### src/rtl/ppss_pkg.sv
package ppss_pkg;

    // Number of process slots held by the scorer.
    localparam int SLOT_COUNT = 16;
    localparam int SLOT_W     = (SLOT_COUNT > 1) ? $clog2(SLOT_COUNT) : 1;

    // Event kinds; every code above KIND_MSYSCALL is an audit event.
    localparam logic [3:0] KIND_WRITE     = 4'd0;
    localparam logic [3:0] KIND_UNLINK    = 4'd1;
    localparam logic [3:0] KIND_EXEC      = 4'd2;
    localparam logic [3:0] KIND_CRED      = 4'd3;
    localparam logic [3:0] KIND_NETCOMMIT = 4'd4;
    localparam logic [3:0] KIND_CURVATURE = 4'd5;
    localparam logic [3:0] KIND_DNS       = 4'd6;
    localparam logic [3:0] KIND_TCP       = 4'd7;
    localparam logic [3:0] KIND_MSYSCALL  = 4'd8;

    // Configuration register indexes.
    localparam logic [2:0] REG_TIER_ONE  = 3'd0;
    localparam logic [2:0] REG_TIER_TWO  = 3'd1;
    localparam logic [2:0] REG_LOCAL_OCT = 3'd2;
    localparam logic [2:0] REG_SEND_LIM  = 3'd3;
    localparam logic [2:0] REG_CUM_LIM   = 3'd4;
    localparam logic [2:0] REG_EXFIL_LIM = 3'd5;
    localparam logic [2:0] REG_CB_EN     = 3'd6;
    localparam logic [2:0] REG_ST_EN     = 3'd7;

    // Network decisions.
    localparam logic [1:0] DEC_COMMIT = 2'd0;
    localparam logic [1:0] DEC_ABORT  = 2'd1;
    localparam logic [1:0] DEC_SYNTH  = 2'd2;

    // Tiers.
    localparam logic [1:0] TIER_NONE = 2'd0;
    localparam logic [1:0] TIER_ONE  = 2'd1;
    localparam logic [1:0] TIER_TWO  = 2'd2;

    // Reset values of the configuration registers.
    localparam logic [15:0] RST_TIER_ONE  = 16'd20;
    localparam logic [15:0] RST_TIER_TWO  = 16'd40;
    localparam logic [7:0]  RST_LOCAL_OCT = 8'd10;
    localparam logic [15:0] RST_SEND_LIM  = 16'd256;
    localparam logic [31:0] RST_CUM_LIM   = 32'd4096;
    localparam logic [31:0] RST_EXFIL_LIM = 32'd16384;

    // Unlink burst tracking.
    localparam logic [3:0] UNLINK_WINDOW = 4'd8;
    localparam logic [2:0] RUN_MAX       = 3'd7;
    localparam logic [3:0] AGE_MAX       = 4'd15;
    localparam logic [3:0] UNLINK_BASE   = 4'd2;
    localparam logic [3:0] UNLINK_CAP    = 4'd12;

    typedef struct packed {
        logic [1:0]  reply_first;
        logic [1:0]  reply_second;
        logic        set_tier_valid;
        logic [31:0] set_tier_slot;
        logic [1:0]  set_tier_value;
    } result_t;

    function automatic logic [31:0] sat_add32(input logic [31:0] a, input logic [31:0] b);
        logic [32:0] s;
        s = {1'b0, a} + {1'b0, b};
        return s[32] ? 32'hFFFF_FFFF : s[31:0];
    endfunction

    // Fixed weight of the scored kinds.
    function automatic logic [3:0] scored_weight(input logic [3:0] kind);
        logic [3:0] w;
        case (kind)
            KIND_WRITE:  w = 4'd1;
            KIND_UNLINK: w = 4'd2;
            KIND_EXEC:   w = 4'd8;
            KIND_CRED:   w = 4'd15;
            default:     w = 4'd0;
        endcase
        return w;
    endfunction

endpackage

### src/rtl/per_process_suspicion_scorer.sv
// Per-process suspicion scorer. Each event transaction (kind on s_tuser, slot and
// arguments on s_tdata) updates the state of its process slot and returns exactly
// one result transaction: a network decision or a promoted tier, plus an optional
// set-tier request. Events are registered on entry; the slot's state is read,
// updated and written back when the event leaves the input register, while the result
// is registered, so the block takes one event per cycle while the output is not held
// back and presents the result from the result register; the rate is set by that read-modify-write
// of the flip-flop slot state. Configuration writes on cfg_wen take effect at once
// and must only be issued while no event is in flight.
module per_process_suspicion_scorer (
    input  logic         aclk,
    input  logic         aresetn,
    input  logic         cfg_wen,
    input  logic [2:0]   cfg_index,
    input  logic [31:0]  cfg_wdata,
    input  logic         s_tvalid,
    output logic         s_tready,
    // slot[7:0], arg_a[39:8], arg_b[71:40], manager_slot[103:72]
    input  logic [103:0] s_tdata,
    // event_type[3:0]
    input  logic [3:0]   s_tuser,
    output logic         m_tvalid,
    input  logic         m_tready,
    // reply_first[1:0], reply_second[3:2], set_tier_valid[4],
    // set_tier_slot[36:5], set_tier_value[38:37], zero[39]
    output logic [39:0]  m_tdata
);
    import ppss_pkg::*;

    // Configuration
    logic [15:0] tier_one_reg, tier_two_reg, send_lim_reg;
    logic [7:0]  local_oct_reg;
    logic [31:0] cum_lim_reg, exfil_lim_reg;
    logic        cb_en_reg, st_en_reg;

    always_ff @(posedge aclk) begin
        if (!aresetn) begin
            tier_one_reg  <= RST_TIER_ONE;
            tier_two_reg  <= RST_TIER_TWO;
            local_oct_reg <= RST_LOCAL_OCT;
            send_lim_reg  <= RST_SEND_LIM;
            cum_lim_reg   <= RST_CUM_LIM;
            exfil_lim_reg <= RST_EXFIL_LIM;
            cb_en_reg     <= 1'b0;
            st_en_reg     <= 1'b0;
        end else if (cfg_wen) begin
            unique case (cfg_index)
                REG_TIER_ONE:  tier_one_reg  <= cfg_wdata[15:0];
                REG_TIER_TWO:  tier_two_reg  <= cfg_wdata[15:0];
                REG_LOCAL_OCT: local_oct_reg <= cfg_wdata[7:0];
                REG_SEND_LIM:  send_lim_reg  <= cfg_wdata[15:0];
                REG_CUM_LIM:   cum_lim_reg   <= cfg_wdata;
                REG_EXFIL_LIM: exfil_lim_reg <= cfg_wdata;
                REG_CB_EN:     cb_en_reg     <= cfg_wdata[0];
                REG_ST_EN:     st_en_reg     <= cfg_wdata[0];
                default: ;
            endcase
        end
    end

    // Input register
    logic        in_valid_reg;
    logic [3:0]  kind_reg;
    logic [7:0]  slot_reg;
    logic [31:0] arg_a_reg, arg_b_reg, mslot_reg;
    logic        out_valid_reg;
    result_t     out_reg;
    logic        out_free, advance;

    assign out_free = !out_valid_reg || m_tready;
    assign advance  = in_valid_reg && out_free;
    assign s_tready = !in_valid_reg || out_free;

    always_ff @(posedge aclk) begin
        if (!aresetn) begin
            in_valid_reg <= 1'b0;
        end else if (s_tvalid && s_tready) begin
            in_valid_reg <= 1'b1;
        end else if (advance) begin
            in_valid_reg <= 1'b0;
        end
    end

    always_ff @(posedge aclk) begin
        if (s_tvalid && s_tready) begin
            kind_reg  <= s_tuser;
            slot_reg  <= s_tdata[7:0];
            arg_a_reg <= s_tdata[39:8];
            arg_b_reg <= s_tdata[71:40];
            mslot_reg <= s_tdata[103:72];
        end
    end

    // Slot state
    logic [31:0] score_reg [SLOT_COUNT];
    logic [1:0]  tier_reg  [SLOT_COUNT];
    logic [31:0] wm_reg    [SLOT_COUNT];
    logic [31:0] mstore_reg[SLOT_COUNT];
    logic        prom_reg  [SLOT_COUNT];
    logic [2:0]  run_reg   [SLOT_COUNT];
    logic [3:0]  age_reg   [SLOT_COUNT];
    logic [31:0] bytes_reg [SLOT_COUNT];

    logic [SLOT_W-1:0] idx;
    logic              scored, counted;
    logic [7:0]        octet;
    logic              is_local;

    assign idx      = slot_reg[SLOT_W-1:0];
    assign counted  = {1'b0, slot_reg} < 9'(SLOT_COUNT);
    assign scored   = counted && (slot_reg != 8'd0);
    assign octet    = arg_a_reg[7:0];
    assign is_local = (octet == local_oct_reg);

    logic [31:0] score_next, wm_next, mstore_next, bytes_next;
    logic [1:0]  tier_next;
    logic        prom_next;
    logic [2:0]  run_next;
    logic [3:0]  age_next;
    result_t     res_next;

    always_comb begin
        logic        fold_en, eligible, async_hit, want_req;
        logic [31:0] fold_add, req_slot;
        logic [1:0]  target, promoted, req_tier;
        logic [3:0]  step, bonus;

        score_next  = score_reg[idx];
        tier_next   = tier_reg[idx];
        wm_next     = wm_reg[idx];
        mstore_next = mstore_reg[idx];
        prom_next   = prom_reg[idx];
        run_next    = run_reg[idx];
        age_next    = age_reg[idx];
        bytes_next  = bytes_reg[idx];
        res_next    = '0;
        fold_en     = 1'b0;
        fold_add    = {16'd0, tier_two_reg};
        eligible    = 1'b0;
        async_hit   = 1'b0;
        want_req    = 1'b0;
        req_slot    = mstore_reg[idx];
        req_tier    = TIER_TWO;
        target      = TIER_NONE;
        promoted    = TIER_NONE;
        step        = 4'd0;
        bonus       = 4'd0;

        unique case (kind_reg) inside
            KIND_WRITE, KIND_UNLINK, KIND_EXEC, KIND_CRED: begin
                if (scored) begin
                    if (mslot_reg != 32'd0) begin
                        mstore_next = mslot_reg;
                    end
                    // A falling write count means a new tenant owns the slot.
                    if (arg_b_reg != 32'd0 && arg_b_reg < wm_reg[idx]) begin
                        score_next = 32'd0;
                        tier_next  = TIER_NONE;
                        run_next   = 3'd0;
                        age_next   = 4'd0;
                        prom_next  = 1'b0;
                    end
                    wm_next = (arg_b_reg != 32'd0) ? arg_b_reg : sat_add32(wm_reg[idx], 32'd1);
                    if (kind_reg == KIND_UNLINK) begin
                        if (age_next > UNLINK_WINDOW) begin
                            run_next = 3'd0;
                        end
                        if (run_next < RUN_MAX) begin
                            run_next = run_next + 3'd1;
                        end
                        age_next = 4'd0;
                        step     = {run_next, 1'b0};
                        if (step > UNLINK_CAP) begin
                            step = UNLINK_CAP;
                        end
                        bonus = step - UNLINK_BASE + (arg_a_reg[0] ? UNLINK_BASE : 4'd0);
                    end else if (age_next < AGE_MAX) begin
                        age_next = age_next + 4'd1;
                    end
                    fold_en  = 1'b1;
                    fold_add = 32'(scored_weight(kind_reg)) + 32'(bonus);
                end
            end
            KIND_NETCOMMIT: begin
                if (counted) begin
                    bytes_next = sat_add32(bytes_reg[idx], arg_b_reg);
                end
                if (is_local) begin
                    res_next.reply_first = DEC_COMMIT;
                end else if (arg_b_reg > {16'd0, send_lim_reg}) begin
                    res_next.reply_first = DEC_ABORT;
                end else if (counted && bytes_next > cum_lim_reg) begin
                    res_next.reply_first = DEC_ABORT;
                end
                eligible = scored && !is_local && bytes_next > exfil_lim_reg;
            end
            KIND_CURVATURE: begin
                eligible = scored && (arg_a_reg == 32'd1 || arg_a_reg == 32'd2);
            end
            KIND_DNS, KIND_MSYSCALL: begin
                eligible = scored;
            end
            KIND_TCP: begin
                eligible = scored && !is_local;
            end
            default: ;
        endcase

        // Single-fire promotion of the signature kinds.
        async_hit = eligible && !prom_reg[idx] && cb_en_reg;
        if (async_hit) begin
            prom_next = 1'b1;
            want_req  = 1'b1;
            fold_en   = 1'b1;
            if (age_next < AGE_MAX) begin
                age_next = age_next + 4'd1;
            end
            res_next.reply_first = DEC_SYNTH;
            if (kind_reg == KIND_NETCOMMIT) begin
                res_next.reply_second = TIER_TWO;
            end
        end

        if (fold_en) begin
            score_next = sat_add32(score_next, fold_add);
            if (score_next >= {16'd0, tier_two_reg}) begin
                target = TIER_TWO;
            end else if (score_next >= {16'd0, tier_one_reg}) begin
                target = TIER_ONE;
            end
            if (target > tier_next) begin
                tier_next = target;
                promoted  = target;
            end
        end

        if (!async_hit && promoted != TIER_NONE) begin
            want_req             = 1'b1;
            req_slot             = mstore_next;
            req_tier             = promoted;
            res_next.reply_first = promoted;
        end

        if (want_req && st_en_reg && req_slot != 32'd0) begin
            res_next.set_tier_valid = 1'b1;
            res_next.set_tier_slot  = req_slot;
            res_next.set_tier_value = req_tier;
        end
    end

    always_ff @(posedge aclk) begin
        if (!aresetn) begin
            for (int i = 0; i < SLOT_COUNT; i++) begin
                score_reg[i]  <= '0;
                tier_reg[i]   <= TIER_NONE;
                wm_reg[i]     <= '0;
                mstore_reg[i] <= '0;
                prom_reg[i]   <= 1'b0;
                run_reg[i]    <= '0;
                age_reg[i]    <= '0;
                bytes_reg[i]  <= '0;
            end
        end else if (advance && counted) begin
            score_reg[idx]  <= score_next;
            tier_reg[idx]   <= tier_next;
            wm_reg[idx]     <= wm_next;
            mstore_reg[idx] <= mstore_next;
            prom_reg[idx]   <= prom_next;
            run_reg[idx]    <= run_next;
            age_reg[idx]    <= age_next;
            bytes_reg[idx]  <= bytes_next;
        end
    end

    // Result register
    always_ff @(posedge aclk) begin
        if (!aresetn) begin
            out_valid_reg <= 1'b0;
        end else if (advance) begin
            out_valid_reg <= 1'b1;
        end else if (m_tready) begin
            out_valid_reg <= 1'b0;
        end
    end

    always_ff @(posedge aclk) begin
        if (advance) begin
            out_reg <= res_next;
        end
    end

    assign m_tvalid = out_valid_reg;
    assign m_tdata  = {1'b0, out_reg.set_tier_value, out_reg.set_tier_slot,
                       out_reg.set_tier_valid, out_reg.reply_second, out_reg.reply_first};

`ifndef ASSERT_OFF
    // Slot zero is never scored, so its tier stays at none.
    assert property (@(posedge aclk) disable iff (!aresetn)
        tier_reg[0] == TIER_NONE)
        else $error("slot zero was promoted");

    // A set-tier request always names a slot and a real tier.
    assert property (@(posedge aclk) disable iff (!aresetn)
        (out_valid_reg && out_reg.set_tier_valid) |->
        (out_reg.set_tier_slot != 32'd0 && out_reg.set_tier_value != TIER_NONE))
        else $error("set-tier request without slot or tier");

    // A second reply field is only given with a synthesized send.
    assert property (@(posedge aclk) disable iff (!aresetn)
        (out_valid_reg && out_reg.reply_second != TIER_NONE) |->
        (out_reg.reply_first == DEC_SYNTH))
        else $error("promotion tier without synthesized decision");

    // The input side stalls only when both stages are full and the output is held.
    assert property (@(posedge aclk) disable iff (!aresetn)
        !s_tready |-> (in_valid_reg && out_valid_reg && !m_tready))
        else $error("input stalled without back-pressure");

    // Every processed event yields a result in the next cycle.
    assert property (@(posedge aclk) disable iff (!aresetn)
        advance |=> out_valid_reg)
        else $error("processed event produced no result");
`endif

endmodule

### config.mk
export PLATFORM = sky130hd
export DESIGN_NAME = per_process_suspicion_scorer
export DESIGN_NICKNAME = d
export VERILOG_FILES = /design/src/rtl/ppss_pkg.sv /design/src/rtl/per_process_suspicion_scorer.sv
export SDC_FILE = /design/constraint.sdc
export NUM_CORES = 2
export LEC_CHECK = 0
export BUFFER_PORTS_ARGS = -buffer_cell sky130_fd_sc_hd__clkbuf_2
export CAP_MARGIN = 10
export CORE_ASPECT_RATIO = 1.25
export CORE_MARGIN = 2
export CORE_UTILIZATION = 29
export DETAILED_ROUTE_END_ITERATION = 10
export HOLD_SLACK_MARGIN = 0.05
export SETUP_SLACK_MARGIN = 0.2
export SYNTH_ARGS = -nofsm -noshare
export SYNTH_HDL_FRONTEND = slang
export SYNTH_SLANG_ARGS = --single-unit
### constraint.sdc
create_clock -name aclk -period 36.4 [get_ports aclk]
set_clock_uncertainty 0.05 [all_clocks]
set_input_delay 5.46 -clock aclk [delete_from_list [all_inputs] [get_ports aclk]]
set_output_delay 5.46 -clock aclk [all_outputs]
set_load 0.1 [all_outputs]
# ---- Word level (Yosys, flattened, before mapping)
# Memory sizes are Yosys's and may differ from the RTL's. A register that Yosys moved wholly into a read port is not among the register bits.
# Cells that the tools add are included.
dict set report classes {
  addsub 9
  eq_ne 18
  mux 120
  order_cmp 13
  n_reduce_logical 50
}
# cell n
set op_table {}
lappend op_table {{32-bit two-way mux} 22}
lappend op_table {{4-bit two-way mux} 36}
lappend op_table {{32-bit OR reduction} 4}
lappend op_table {{32-bit nonzero test} 3}
lappend op_table {{32-bit by 32-bit adder with 33-bit output} 2}
lappend op_table {{32-bit by 16-bit greater-or-equal comparator with 1-bit output} 2}
lappend op_table {{32-bit > comparator} 2}
lappend op_table {{3-bit two-way mux} 13}
lappend op_table {{35-bit two-way mux} 1}
lappend op_table {{32-bit by 1-bit adder with 33-bit output (second input constant)} 1}
lappend op_table {{32-bit by 1-bit == test with 1-bit output (second input constant)} 1}
lappend op_table {{32-bit by 2-bit == test with 1-bit output (second input constant)} 1}
lappend op_table {{32-bit by 16-bit > comparator with 1-bit output} 1}
lappend op_table {{32-bit less-than comparator} 1}
lappend op_table {{1-bit two-way mux} 31}
lappend op_table {{2-bit two-way mux} 14}
lappend op_table {{2-bit AND reduction} 9}
lappend op_table {{4-bit by 3-bit == test with 1-bit output (second input constant)} 4}
lappend op_table {{16-bit two-way mux} 1}
lappend op_table {{4-bit case mux with 4 select lines} 1}
lappend op_table {{1-bit logical AND} 14}
lappend op_table {{3-bit == test (second input constant)} 4}
lappend op_table {{4-bit by 1-bit adder with 4-bit output (second input constant)} 2}
lappend op_table {{4-bit by 2-bit == test with 1-bit output (second input constant)} 2}
lappend op_table {{other kinds (25)} 38}
dict set report word_totals {
  out_inout_bits 42
  mem_bits_rw 2208
  mem_count 8
  word_cells 239
  ff_bits 271
}
# name depth width read_ports rd_ports_with_merged_regs write_ports line
set mem_list {}
lappend mem_list {bytes_reg 16 32 1 1 16 per_process_suspicion_scorer.sv:102} ;# logic [31:0] bytes_reg [SLOT_COUNT];
lappend mem_list {mstore_reg 16 32 1 1 16 per_process_suspicion_scorer.sv:98} ;# logic [31:0] mstore_reg[SLOT_COUNT];
lappend mem_list {score_reg 16 32 1 1 16 per_process_suspicion_scorer.sv:95} ;# logic [31:0] score_reg [SLOT_COUNT];
lappend mem_list {wm_reg 16 32 1 1 16 per_process_suspicion_scorer.sv:97} ;# logic [31:0] wm_reg [SLOT_COUNT];
lappend mem_list {age_reg 16 4 1 1 16 per_process_suspicion_scorer.sv:101} ;# logic [3:0] age_reg [SLOT_COUNT];
lappend mem_list {run_reg 16 3 1 1 16 per_process_suspicion_scorer.sv:100} ;# logic [2:0] run_reg [SLOT_COUNT];
lappend mem_list {{+2 memories} -- -- -- -- -- --}

# ---- Logic depth before layout (Yosys ltp)
dict set report logic_depth {
  ltp_word 43
  mapped_depth 65
}

# ---- Worst setup path after synthesis
# No wires, ideal clock.
dict set report synth_path {
  path_kind {register to register}
  startpoint {register with a tool-made name}
  endpoint {memory tier_reg[0][0] (data pin)}
  setup_slack_ns 24.172
  required_ns 36.084
  arrival_ns 11.912
  period_less_slack_ns 12.228
  n_path_buf 8
  stages_incl_launch_ff 62
  setup_ns 0.266
  path_cell_list {dfxtp_1 > buf_6 > buf_12 > buf_12 > buf_8 > buf_8 > buf_8 > buf_8 > mux4_2 > mux4_2 > inv_1 > ha_1 > a21o_1 > a21o_1 > a21oi_1 > o21ai_0 > o31ai_1 > nand3_1 > (+26 left out) > nand2b_1 > a21o_1 > a21o_1 > a211oi_1 > o21a_1 > o21ai_0 > a22oi_1 > nor4b_1 > nand3_1 > a211oi_2 > ha_1 > nor2_1 > nor2_1 > a21oi_1 > nand2_1 > a22oi_1 > buf_2 > nor2_1}
}
# item line
set synth_rtl {}
lappend synth_rtl {{end: declaration} per_process_suspicion_scorer.sv:96} ;# logic [1:0] tier_reg [SLOT_COUNT];

==> impl_metrics.env <==
export IMPL_drv_slew=0
export IMPL_worstSetupPathType="reg2reg"
export IMPL_grt_max_degree=119
export IMPL_cts_tree="built"
export IMPL_postRouteAntennaNets=0
export IMPL_grt_pass1_wl_um=530000
export IMPL_cp_arrival_ps=17720
export IMPL_globalplace_congestion=0.907
export IMPL_vias=73800
export IMPL_area_delta_synth_final_pct=12.3
export IMPL_synth_compound_area_share_pct=4.44
export IMPL_crit_fanout=40
export IMPL_pre_cts_slack_ps=19590
export IMPL_finalSetupViolations=0
export IMPL_max_stage_delay_ps=910
export IMPL_yosys_area_top_type_share_pct=61.7
export IMPL_die_x_um=564
export IMPL_rsz0062_at_grt="false"
export IMPL_wl_per_cell_um=27.2
export IMPL_clockRootBuffer="clkbuf_16"
export IMPL_cp_required_ps=37070
export IMPL_max_freq_mhz=58.7
export IMPL_hold_buffers=0
export IMPL_drt_iter0_markers=9143
export IMPL_synth_edf_count=2338
export IMPL_dieArea_um2=397000
export IMPL_end_kind="register"
export IMPL_synth_area_top_cells="edfxtp_1 (62%), mux4_2 (13%), nor2_1 (7.6%)"
export IMPL_clkSinkCount=2482
export IMPL_wl_um=371000
export IMPL_power_density_nw_per_um2=51.6
export IMPL_place_hpwl_um=204000
export IMPL_dr_pass1_iters=6
export IMPL_synth_top_family_by_area="multiplexers"
export IMPL_hold_ws_ps=419
export IMPL_cpMaxStageDelayCell="nand2_1"
export IMPL_clock_latency_ps=930
export IMPL_clockBufferDepth=4
export IMPL_layout_common_cells="edfxtp_1 (2338), nor2_1 (2299), mux4_2 (640), nand2_1 (415), clkbuf_16 (242)"
export IMPL_synth_async_reset_ratio_pct=0
export IMPL_core_um2=391000
export IMPL_setup_tns_ps=0
export IMPL_drc_errors=0
export IMPL_die_h_um=704
export IMPL_crit_top_cell="ha_1"
export IMPL_netlist_area_um2=114000
export IMPL_io_pins=190
export IMPL_syn_inst=8301
export IMPL_yosysWarnings=0
export IMPL_hold_viol_final=0
export IMPL_grt_antenna_before_repair=11
export IMPL_globalRouteTotalUtil_pct=18.2
export IMPL_p_leak_uw=0.0437
export IMPL_finalNetCount=8633
export IMPL_numPortBuffers=187
export IMPL_synth_seq_area_share_pct=64.2
export IMPL_start_kind="register"
export IMPL_final_common_cell="edfxtp_1"
export IMPL_path_clk_slew_ps=70
export IMPL_hold_path_class="reg2reg"
export IMPL_synth_simple_area_share_pct=11.4
export IMPL_cts_max_level=4
export IMPL_post_cts_buffers=0
export IMPL_worst_pin_slew_ps=1270
export IMPL_max_slew_margin_pct=15.1
export IMPL_cts_resized=0
export IMPL_fin_crit_ps=17040
export IMPL_outcome="completed"
export IMPL_final_period_utilization_pct=46.8
export IMPL_cts_made_buffers=238
export IMPL_postSynthAreaPerCell_um2=13.7
export IMPL_synthAdderAreaFrac_pct=2.30
export IMPL_synth_cell_types=86
export IMPL_maxCapViolCount=0
export IMPL_synthXorXnorAreaFrac_pct=0.431
export IMPL_initial_core_util_pct=29.1
export IMPL_drive_gt1_share_pct=17.6
export IMPL_ys_seq_elements=2482
export IMPL_ir_drop_mv=0.0389
export IMPL_yosys_area_top_type="edfxtp_1"
export IMPL_grt_ovfl_total=0
export IMPL_first_global_vias=74100
export IMPL_viasPerCell=5.40
export IMPL_fin_ws_ps=19360
export IMPL_synth_ff_type="edfxtp_1"
export IMPL_num_rows=257
export IMPL_synthMuxAreaShare_pct=13.8
kinds of logic after synthesis:
| kind of cell | after synthesis |
|---|---|
| AND/OR/NAND/NOR | 3185 |
| flip-flops | 2482 |
| buffers and inverters | 842 |
| multiplexers | 766 |
| AO/OA/AOI/OAI | 762 |
| adder cells (fa/ha/maj) | 207 |
| XOR/XNOR | 56 |
| other | 1 |
where the power goes:
part           total, uW  internal, uW  switching, uW
registers           3250          3210           45.1
clock network       2460          1360           1110
logic                884           304            580
path summary, 6_finish.rpt:
| path | start | to | slack, ps | cells after the start |
|---|---|---|---|---|
| setup / recovery | register | m_tdata[27] | 19360 | 58 |
| hold / removal | send_lim_reg[15] | send_lim_reg[15] | 420 | 2 |
| setup reg to reg | register | m_tdata[27] | 19360 | 58 |
| hold reg to reg | send_lim_reg[15] | send_lim_reg[15] | 420 | 2 |
per-stage QoR:
step	cells	utilization, %	total power [uW]	area [um2]
final	13700	32.7	6600	128000
after global routing	13700	32.7	6790	128000
after CTS	13600	32.6	6610	128000
after detailed placement	13200	30.7	4190	120000
after global placement	13200	30.7	4170	120000
after floorplan	8302	-	3910	114000
final cells by class:
type                            count  area (um2)
Sequential cell                  2482       73100
Inverter                          184         703
Multi-Input combinational cell   4978       37200
Timing Repair Buffer              394        2770
Tap cell                         5180        6480
Fill cell                       37900      264000
Antenna cell                       11        27.5
Clock inverter                    142        1210
Clock buffer                      291        6290
synth_stat cells (30+ instances only):
library cell and number:
a211oi_1 30, a21boi_0 114, a21o_1 62, a21oi_1 209, a31oi_1 30, buf_2 122, buf_4 49, clkbuf_1 423
dfxtp_1 144, edfxtp_1 2338, ha_1 204, inv_1 184, mux2i_1 107, mux4_2 640, nand2_1 444, nand3_1 60
nand4_1 51, nor2_1 2301, nor2b_1 56, nor3_1 70, nor4_1 44, o21a_1 38, o21ai_0 119, or3_1 44
xnor2_1 32
worst max-delay path, delay by kind of cell, from the launching register on:
| family | cells | cell delay [ps] |
|---|---|---|
| AOI/OAI and AO/OA | 22 | 5580 |
| adders and majority gates | 8 | 1950 |
| buffers and inverters | 8 | 2410 |
| DFF | 1 | 710 |
| muxes | 2 | 870 |
| and+or+nand+nor | 18 | 5150 |
layer usage:
| layer | part of all wire (%) | GRT usage [%] | vias to the layer above |
|---|---|---|---|
| met1 | 36 | 22.3 | 38200 |
| li1 | - | - | 30500 |
| met3 | 9.2 | 3.04 | 875 |
| met2 | 49 | 31.2 | 4192 |
| met5 | 0.011 | 0 | - |
| met4 | 5.0 | 8.37 | 6 |
No activity file was read; power rests on OpenSTA's default activity.
